--- src/sv/lfu_pkg.sv ---
// ----------------------------------------------------------------------------
// lfu_pkg: shared types and constants of the LFU cache engine
// Request and response words, command codes, cell broadcast opcodes and the
// control FSM states.
// ----------------------------------------------------------------------------
package lfu_pkg;

  localparam int unsigned CAP_W = 5;
  localparam logic [CAP_W-1:0] CAP_RESET = 5'd16;

  typedef logic signed [31:0] word_t;

  localparam word_t READ_MISS = -32'sd1;
  localparam word_t READ_PUT  = 32'sd0;

  typedef enum logic {
    CMD_GET = 1'b0,
    CMD_PUT = 1'b1
  } cmd_e;

  typedef struct packed {
    cmd_e  command;
    word_t key;
    word_t value;
  } req_t;

  typedef struct packed {
    logic  found;
    word_t read_value;
  } rsp_t;

  // Operation broadcast to every cell at the end of a sweep
  typedef enum logic [1:0] {
    OP_NONE,
    OP_TOUCH,
    OP_FILL
  } op_e;

  typedef enum logic [1:0] {
    S_IDLE,
    S_SEED,
    S_SWEEP
  } state_e;

endpackage

--- src/sv/lfu_cell.sv ---
// ----------------------------------------------------------------------------
// lfu_cell: one entry of the LFU cache
// Holds key, value, use count and recency rank of one slot, folds its entry
// into the search token passing by, and applies the broadcast update.
// ----------------------------------------------------------------------------
module lfu_cell #(
  parameter int unsigned IDX        = 0,
  parameter int unsigned IB         = 4,
  parameter int unsigned COUNT_BITS = 16,
  parameter type tok_t   = logic,
  parameter type bcast_t = logic
) (
  input  logic          clk_i,
  input  logic          rst_ni,
  input  lfu_pkg::req_t req_i,
  input  bcast_t        bcast_i,
  input  tok_t          tok_i,
  output tok_t          tok_o,
  output logic          valid_o
);
  import lfu_pkg::*;

  logic                  valid_q;
  word_t                 key_q;
  word_t                 value_q;
  logic [COUNT_BITS-1:0] cnt_q;
  logic [IB-1:0]         rank_q;
  tok_t                  tok_d;
  tok_t                  tok_q;
  logic                  match;
  logic                  target;
  logic                  older;

  assign match  = valid_q && (key_q == req_i.key);
  assign target = (bcast_i.idx == IB'(IDX));
  assign older  = valid_q && (rank_q < bcast_i.rank);

  // Fold this entry into the passing token
  always_comb begin
    tok_d = tok_i;
    if (valid_q) begin
      if (match) begin
        tok_d.hit      = 1'b1;
        tok_d.hit_val  = value_q;
        tok_d.hit_rank = rank_q;
      end
      if (!tok_i.have_vic || (cnt_q < tok_i.vic_cnt) ||
          ((cnt_q == tok_i.vic_cnt) && (rank_q > tok_i.vic_rank))) begin
        tok_d.have_vic = 1'b1;
        tok_d.vic_idx  = IB'(IDX);
        tok_d.vic_cnt  = cnt_q;
        tok_d.vic_rank = rank_q;
      end
    end else if (!tok_i.have_free) begin
      tok_d.have_free = 1'b1;
      tok_d.free_idx  = IB'(IDX);
    end
  end

  always_ff @(posedge clk_i or negedge rst_ni) begin
    if (!rst_ni) begin
      tok_q <= '0;
    end else begin
      tok_q <= tok_d;
    end
  end

  always_ff @(posedge clk_i or negedge rst_ni) begin
    if (!rst_ni) begin
      valid_q <= 1'b0;
    end else if ((bcast_i.op == OP_FILL) && target) begin
      valid_q <= 1'b1;
    end
  end

  always_ff @(posedge clk_i) begin
    case (bcast_i.op)
      OP_TOUCH: begin
        if (match) begin
          rank_q <= '0;
          if (cnt_q != '1) begin
            cnt_q <= cnt_q + COUNT_BITS'(1);
          end
          if (bcast_i.write_val) begin
            value_q <= req_i.value;
          end
        end else if (older) begin
          rank_q <= rank_q + IB'(1);
        end
      end
      OP_FILL: begin
        if (target) begin
          key_q   <= req_i.key;
          value_q <= req_i.value;
          cnt_q   <= COUNT_BITS'(1);
          rank_q  <= '0;
        end else if (valid_q && (bcast_i.bump_all || older)) begin
          rank_q <= rank_q + IB'(1);
        end
      end
      default: begin
      end
    endcase
  end

  assign tok_o   = tok_q;
  assign valid_o = valid_q;

endmodule

--- src/sv/lfu_cache_engine.sv ---
// ----------------------------------------------------------------------------
// lfu_cache_engine: key-value cache with LFU replacement, LRU tie break
// Row of entry cells swept by a search token, plus request control.
// ----------------------------------------------------------------------------
// Usage:
//   Request channel: present a word on req_i and raise start; it is taken at
//   a rising edge where busy is low. command GET looks a key up, PUT inserts
//   or updates it while the capacity register is nonzero.
//   Response channel: exactly one response word per request, shown on rsp_o
//   for a single cycle while done_o is high. The receiver cannot stall; it
//   must take the word in that cycle.
//   Configuration: cfg_we_i writes cfg_wdata_i into the capacity register;
//   write it only while the engine is idle.
//   Timing: after acceptance the seed state injects a search token into cell
//   0; the token advances one cell per cycle through the registered cells.
//   The edge that ends the sweep updates all cells at once and registers the
//   response and done_o. busy stays high from acceptance until that edge, so
//   a new request is taken only after the last one is through; the next
//   request can be taken at the end of the cycle in which done_o is high.
//   Reset: clears every entry valid bit, the occupancy count and the FSM,
//   and loads the capacity register with 16.
// ----------------------------------------------------------------------------
module lfu_cache_engine #(
  parameter int unsigned MAX_ENTRIES = 16,
  parameter int unsigned COUNT_BITS  = 16
) (
  input  logic                       clk_i,
  input  logic                       rst_ni,
  input  logic                       start,
  output logic                       busy,
  input  lfu_pkg::req_t              req_i,
  output logic                       done_o,
  output lfu_pkg::rsp_t              rsp_o,
  input  logic                       cfg_we_i,
  input  logic [lfu_pkg::CAP_W-1:0]  cfg_wdata_i
);
  import lfu_pkg::*;

  // Index and rank width; occupancy needs one more value
  localparam int unsigned IB = (MAX_ENTRIES > 1) ? $clog2(MAX_ENTRIES) : 1;
  localparam int unsigned OB = $clog2(MAX_ENTRIES + 1);
  localparam int unsigned CW = (OB > CAP_W) ? OB : CAP_W;

  // Search token handed from cell to cell
  typedef struct packed {
    logic                  valid;
    logic                  hit;
    word_t                 hit_val;
    logic [IB-1:0]         hit_rank;
    logic                  have_vic;
    logic [IB-1:0]         vic_idx;
    logic [COUNT_BITS-1:0] vic_cnt;
    logic [IB-1:0]         vic_rank;
    logic                  have_free;
    logic [IB-1:0]         free_idx;
  } tok_t;

  // Update broadcast to all cells on the last sweep cycle
  typedef struct packed {
    op_e           op;
    logic          write_val;
    logic          bump_all;
    logic [IB-1:0] idx;
    logic [IB-1:0] rank;
  } bcast_t;

  state_e             state_d, state_q;
  req_t               req_q;
  logic [CAP_W-1:0]   cap_q;
  logic [OB-1:0]      occ_d, occ_q;
  logic               done_d, done_q;
  rsp_t               rsp_d, rsp_q;
  bcast_t             bcast;
  tok_t               tok_w [MAX_ENTRIES+1];
  tok_t               tail;
  logic [MAX_ENTRIES-1:0] valid_w;
  logic               accept;
  logic               full;

  assign accept = start && !busy;
  assign tail   = tok_w[MAX_ENTRIES];

  // Full when occupancy reaches the capacity, clipped at the store size
  assign full = (CW'(occ_q) >= CW'(cap_q)) || (occ_q == OB'(MAX_ENTRIES));

  // Seed an empty token into the head of the chain
  always_comb begin
    tok_w[0]       = '0;
    tok_w[0].valid = (state_q == S_SEED);
  end

  for (genvar i = 0; i < MAX_ENTRIES; i++) begin : g_cell
    lfu_cell #(
      .IDX        (i),
      .IB         (IB),
      .COUNT_BITS (COUNT_BITS),
      .tok_t      (tok_t),
      .bcast_t    (bcast_t)
    ) u_cell (
      .clk_i   (clk_i),
      .rst_ni  (rst_ni),
      .req_i   (req_q),
      .bcast_i (bcast),
      .tok_i   (tok_w[i]),
      .tok_o   (tok_w[i+1]),
      .valid_o (valid_w[i])
    );
  end

  // Next state
  always_comb begin
    state_d = state_q;
    case (state_q)
      S_IDLE: begin
        if (start) begin
          state_d = S_SEED;
        end
      end
      S_SEED: begin
        state_d = S_SWEEP;
      end
      S_SWEEP: begin
        if (tail.valid) begin
          state_d = S_IDLE;
        end
      end
      default: begin
        state_d = S_IDLE;
      end
    endcase
  end

  // Outputs: decide the update and the response when the token leaves
  always_comb begin
    busy   = (state_q != S_IDLE);
    bcast  = '0;
    bcast.op = OP_NONE;
    occ_d  = occ_q;
    done_d = 1'b0;
    rsp_d  = rsp_q;
    if ((state_q == S_SWEEP) && tail.valid) begin
      done_d      = 1'b1;
      rsp_d.found = tail.hit;
      if (req_q.command == CMD_GET) begin
        rsp_d.read_value = tail.hit ? tail.hit_val : READ_MISS;
        if (tail.hit) begin
          bcast.op   = OP_TOUCH;
          bcast.rank = tail.hit_rank;
        end
      end else begin
        rsp_d.read_value = READ_PUT;
        if (cap_q != '0) begin
          if (tail.hit) begin
            bcast.op        = OP_TOUCH;
            bcast.write_val = 1'b1;
            bcast.rank      = tail.hit_rank;
          end else if (full) begin
            // Evict the victim and reuse its slot
            bcast.op   = OP_FILL;
            bcast.idx  = tail.vic_idx;
            bcast.rank = tail.vic_rank;
          end else begin
            // Take the first free slot; every held entry ages
            bcast.op       = OP_FILL;
            bcast.bump_all = 1'b1;
            bcast.idx      = tail.free_idx;
            occ_d          = occ_q + OB'(1);
          end
        end
      end
    end
  end

  always_ff @(posedge clk_i or negedge rst_ni) begin
    if (!rst_ni) begin
      state_q <= S_IDLE;
      cap_q   <= CAP_RESET;
      occ_q   <= '0;
      done_q  <= 1'b0;
    end else begin
      state_q <= state_d;
      occ_q   <= occ_d;
      done_q  <= done_d;
      if (cfg_we_i) begin
        cap_q <= cfg_wdata_i;
      end
    end
  end

  // Hold the request for the whole sweep; response word needs no reset
  always_ff @(posedge clk_i) begin
    if (accept) begin
      req_q <= req_i;
    end
    rsp_q <= rsp_d;
  end

  assign done_o = done_q;
  assign rsp_o  = rsp_q;

  // Token only leaves the chain while a sweep is running
  a_tail_in_sweep: assert property (@(posedge clk_i) disable iff (!rst_ni)
    tail.valid |-> (state_q == S_SWEEP))
    else $error("search token left the chain outside a sweep");

  // Occupancy counter tracks the cell valid bits
  a_occ_matches: assert property (@(posedge clk_i) disable iff (!rst_ni)
    OB'($countones(valid_w)) == occ_q)
    else $error("occupancy count differs from valid entries");

  a_occ_bound: assert property (@(posedge clk_i) disable iff (!rst_ni)
    occ_q <= OB'(MAX_ENTRIES))
    else $error("occupancy above store size");

  // Every accepted request answers with done_o once its sweep is through
  a_latency: assert property (@(posedge clk_i) disable iff (!rst_ni)
    accept |-> ##(MAX_ENTRIES + 2) done_o)
    else $error("response missing after sweep latency");

  a_done_idle: assert property (@(posedge clk_i) disable iff (!rst_ni)
    done_o |-> (state_q == S_IDLE))
    else $error("response shown while a request is still in flight");

endmodule
--- config.mk ---
export PLATFORM = sky130hd
export DESIGN_NAME = lfu_cache_engine
export DESIGN_NICKNAME = d
export VERILOG_FILES = /design/src/sv/lfu_pkg.sv /design/src/sv/lfu_cell.sv /design/src/sv/lfu_cache_engine.sv
export SDC_FILE = /design/constraint.sdc
export NUM_CORES = 2
export LEC_CHECK = 0
export BUFFER_PORTS_ARGS = -buffer_cell sky130_fd_sc_hd__buf_2
export CAP_MARGIN = 20
export CORE_UTILIZATION = 55
export CTS_CLUSTER_DIAMETER = 50
export DETAILED_ROUTE_END_ITERATION = 6
export PLACE_DENSITY = 0.81
export REMOVE_ABC_BUFFERS = 1
export SLEW_MARGIN = 10
export SYNTH_ARGS = -nofsm -noshare
export SYNTH_HDL_FRONTEND = slang
export SYNTH_HIERARCHICAL = 1
export SYNTH_SLANG_ARGS = --single-unit
--- constraint.sdc ---
create_clock -name clk_i -period 10.47 [get_ports clk_i]
set_clock_uncertainty 0.05 [all_clocks]
set_input_delay 0 -clock clk_i [delete_from_list [all_inputs] [get_ports clk_i]]
set_output_delay 0 -clock clk_i [all_outputs]
set_load 0.02 [all_outputs]
* Yosys cells after proc, flatten, opt, wreduce, memory -nomap -nowiden *
Index checks and enable logic that the tools add are counted.

operators by class
  eq/ne operators = 150
  order comparisons = 47
  add/sub/neg operators = 33
  mux-type cells = 290
  reductions and logical operators = 215
  bitwise operators = 2

operators by type and width
  kind                                                             number
  32-bit 2-to-1 mux                                                34
  32-bit one-hot mux with 2 select lines                           16
  62-bit 2-to-1 mux                                                16
  16-bit 2-to-1 mux                                                48
  37-bit 2-to-1 mux                                                16
  32-bit == test                                                   16
  16-bit one-hot mux with 2 select lines                           16
  25-bit 2-to-1 mux                                                15
  4-bit 2-to-1 mux                                                 85
  16-bit by 1-bit adder with 16-bit output, second input constant  16
  16-bit != test, second input constant                            16
  16-bit == test                                                   15
  16-bit < comparator                                              15
  4-bit one-hot mux with 2 select lines                            16
  4-bit AND reduction                                              32
  2-bit by 1-bit != test with 1-bit output, second input constant  49
  3-bit by 1-bit != test with 1-bit output, second input constant  31
  1-bit logical AND                                                81
  5-bit 2-to-1 mux                                                 16
  4-bit by 1-bit adder with 4-bit output, second input constant    16
  4-bit < comparator                                               16
  4-bit > comparator                                               15
  3-bit AND reduction                                              16
  1-bit logical OR                                                 47
  other kinds (24)                                                 78

word-level totals
  logic and storage cells = 983
  output and inout port bits = 35
  flip-flop bits (word level) = 2541

* Longest topological paths before layout *
  word-level depth = 14
  gate-level depth with buffers = 15

* By module *
Netlist, hierarchy kept.

by module, submodules not included
  module                             seq. area each (µm²)  times used  cells each  area an instance (µm²)
  lfu_cell at g_cell[11].u_cell ...  4249.1                6           452         6580.1
  lfu_cell at g_cell[10].u_cell ...  4249.1                3           452         6583.8
  lfu_cell at g_cell[5].u_cell ...   4249.1                2           439         6502.5
  lfu_cell at g_cell[9].u_cell       4249.1                1           446         6707.7
  lfu_cell at g_cell[8].u_cell       4249.1                1           444         6528.8
  lfu_cell at g_cell[0].u_cell       4249.1                1           439         6512.5
  lfu_cell at g_cell[15].u_cell      4249.1                1           438         6505.0
  lfu_cell at g_cell[7].u_cell       4249.1                1           438         6501.2
  lfu_cache_engine                   3269.4                1           264         4120.2

* Least setup slack after synthesis *
No wires, ideal clock.

  kind = register -> register
  from = reg state_q[0]
  to = reg g_cell[0].u_cell.value_q[0] (enable)
  arrival time = 5.811 ns
  period minus slack after synthesis = 6.327 ns
  required time = 9.954 ns
  setup slack = 4.143 ns
  cell stages (with the launch flop) = 11
  cells stage by stage = dfrtp_1 nand3b_1 inv_1 nand2_1 nor2_1 inv_1 ha_1 clkbuf_1 nand2b_1 nand3_1 o21ai_0

RTL lines
  element                   RTL line                 text
  start: declaration        lfu_cache_engine.sv:67   state_e state_d, state_q;
  start signal: assignment  lfu_cache_engine.sv:181  state_q <= state_d;
  end signal: assignment    lfu_cell.sv:85           value_q <= req_i.value;
  end signal: assignment    lfu_cell.sv:94           value_q <= req_i.value;
  end: declaration          lfu_cell.sv:25           word_t value_q;

==> flow_metrics.tcl <==
set metrics [dict create \
    max_stage_delay_ns 0.87 \
    critPathCaptureType "flop" \
    clk_pin_slew_ns 0.07 \
    antenna_found_initial 3 \
    place_area_um2 113000 \
    dieHeight_um 446 \
    cts_resized 0 \
    clock_sink_count 2541 \
    hold_ws_ns 0.235 \
    drv_cap 0 \
    hold_viol_final 0 \
    drt_iter0_drc 5200 \
    wl_met2_mm 126 \
    grt_max_degree 184 \
    dp_hpwl_mm 143 \
    viasPerCell 5.71 \
    io_buffer_count 108 \
    cellPowerDensity_nw_per_um2 224 \
    routabilityCongestion 0.844 \
    fmax_ghz 0.214 \
    critPathArrivalTime_ns 5.16 \
    crit_fanout 32 \
    cp.depth 11 \
    wl_met3_mm 13.4 \
    outcome "finished clean" \
    yosysWarnings 6 \
    drt_first_pass_iters 6 \
    total_leakage_power_nw 48.8 \
    nets 8480 \
    tightest_slew_ns 1.14 \
    maxSlewHeadroom_pct 24.3 \
    cpMaxStageDelayCell "o21ai_4" \
    crit_type "reg -> reg" \
    path_buf_inv 3 \
    die_area_um2 199000 \
    die_w_um 446 \
    cp-start-kind "flop" \
    netlist_area_um2 108000 \
    grt_pass1_vias 65750 \
    rows 162 \
    timing.final.crit_share_pct 44.7 \
    route.detailed.drc 0 \
    vdd_drop_max_mv 0.178 \
    clock_path_buffers 4 \
    syn_inst 7378 \
    core_um2 195000 \
    rsz0062_at_grt "false" \
    worstRegToRegCells 11 \
    routed_wl_mm 245 \
    fin_area_um2 124000 \
    dp_slack_ns 5.80 \
    final.setup.tns_ns 0 \
    ant_nets 0 \
    cts_tree "done" \
    top_layer_used "met4" \
    clock_latency_ns 0.94 \
    cts_buffers 284 \
    m1WireLength_mm 95.7 \
    grt_pass1_wl_mm 381 \
    io_pins 109 \
    grt.overflow.total 0 \
    synth_area_per_cell_um2 14.7 \
    min_path_type "in -> async" \
    cp_cell_sequence "inv_1, ha_1, nand2_1, o211ai_2, mux2i_1, nor2_1, buf_4, inv_1, o41ai_1, nand3_1, o21ai_4" \
    wire_per_inst_um 22.7 \
    drive_gt1_share_pct 20.4 \
    cts_max_level 5 \
    area_growth_pct 14.2 \
    power_mw 27.7 \
    crit_top_cell "inv_1" \
    via_count 61627 \
    track_usage_pct 24.8 \
    final-setup-viol-count 0 \
    slew_viol_final 0 \
    fillers 13158 \
    fin_ws_ns 5.79 \
    min_period_ns 4.68 \
    initial_core_util_pct 55.5 \
    crit_family "compound AO/OA/AOI/OAI gates" \
    clock-root-buffer "clkbuf_16" \
    cp.required_ns 10.95 \
]
[metal layers]
| metal | up-vias | track usage [%] |
|---|---|---|
| met1 | 31429 | 30.8 |
| met4 | 0 | 10.9 |
| met2 | 2145 | 43.3 |
| met5 | - | 0 |
| li1 | 27463 | - |
| met3 | 590 | 3.57 |
[registers in the layout, summed over array words and instances, names as in the netlist]
| name | count |
|---|---|
| cap_q | 5 |
| done_o | 1 |
| g_cell.u_cell/cnt_q | 256 |
| g_cell.u_cell/key_q | 512 |
| g_cell.u_cell/rank_q | 64 |
| g_cell.u_cell/tok_o | 1070 |
| g_cell.u_cell/valid_o | 16 |
| g_cell.u_cell/value_q | 512 |
| occ_q | 5 |
| req_q | 65 |
| rsp_o | 33 |
| state_q | 2 |
[layout by cell type, fill, tap and decap left out, types with 107 or more instances in the layout]
master and n:
ha_1 439, buf_2 107, clkbuf_16 299, nor2b_1 142, edfxtp_1 1442, mux2_4 257
dfrtp_1 1098, nand4_1 209, mux2_2 590, a21oi_1 187, nand2_1 189, nor2_1 334
dlygate4sd3_1 149, xnor2_1 369, xor2_1 369, buf_4 116, inv_1 539, nand3_1 148
[final cells by class]
class | instances | area [um2] | area share (%)
inverters | 540 | 2030 | 1.64
multi-input cells | 4214 | 35200 | 28.4
well taps | 2624 | 3280 | 2.65
repair buffers | 386 | 3200 | 2.59
clock buffers | 386 | 8090 | 6.53
clock inverters | 105 | 1220 | 0.986
diodes | 2 | 5.00 | 0.00404
flip-flops and latches | 2541 | 70800 | 57.2
[timing repair]
item | 4_1_cts | 5_1_grt
endpoints found under the hold margin | 711 | 0
buffers inserted | 0 | 0
hold buffers | 150 | 0
[stage by stage]
stage | util, % | std cells
after detailed placement | 57.7 | 10148
after CTS | 63.3 | 10789
after global routing | 63.4 | 10797
final | 63.4 | 10798
after global placement | 57.7 | 10146
after floorplan | - | 7295
[report_power, final]
group / internal (mW) / total [mW] / switching, mW / leakage, nW
combinational: 2.33 / 4.82 / 2.49 / 18.3
sequential: 11.9 / 12.9 / 0.922 / 25.9
clock: 6.00 / 10.0 / 4.02 / 4.57
[worst paths after layout]
| path | start | end | slack, ns |
|---|---|---|---|
| worst min-delay path | rst_ni | g_cell[15].u_cell/tok_o[40] | 0.23 |
| worst max-delay path | cap_q[4] | g_cell[8].u_cell/value_q[23] | 5.79 |
| worst min register to register | g_cell[2].u_cell/tok_o[67] | g_cell[3].u_cell/tok_o[67] | 0.29 |
| worst max register to register | cap_q[4] | g_cell[8].u_cell/value_q[23] | 5.79 |
| max in group asynchronous | rst_ni | g_cell[4].u_cell/tok_o[11] | 8.26 |
| min in group clk_i | req_i[17] | req_q[17] | 0.26 |
[worst min-delay path: cells and delay by family]
kind,cells,cell delay [ns]
buffers and inverters,4,1.59
Note: power is estimated with default switching activity, not from simulation.
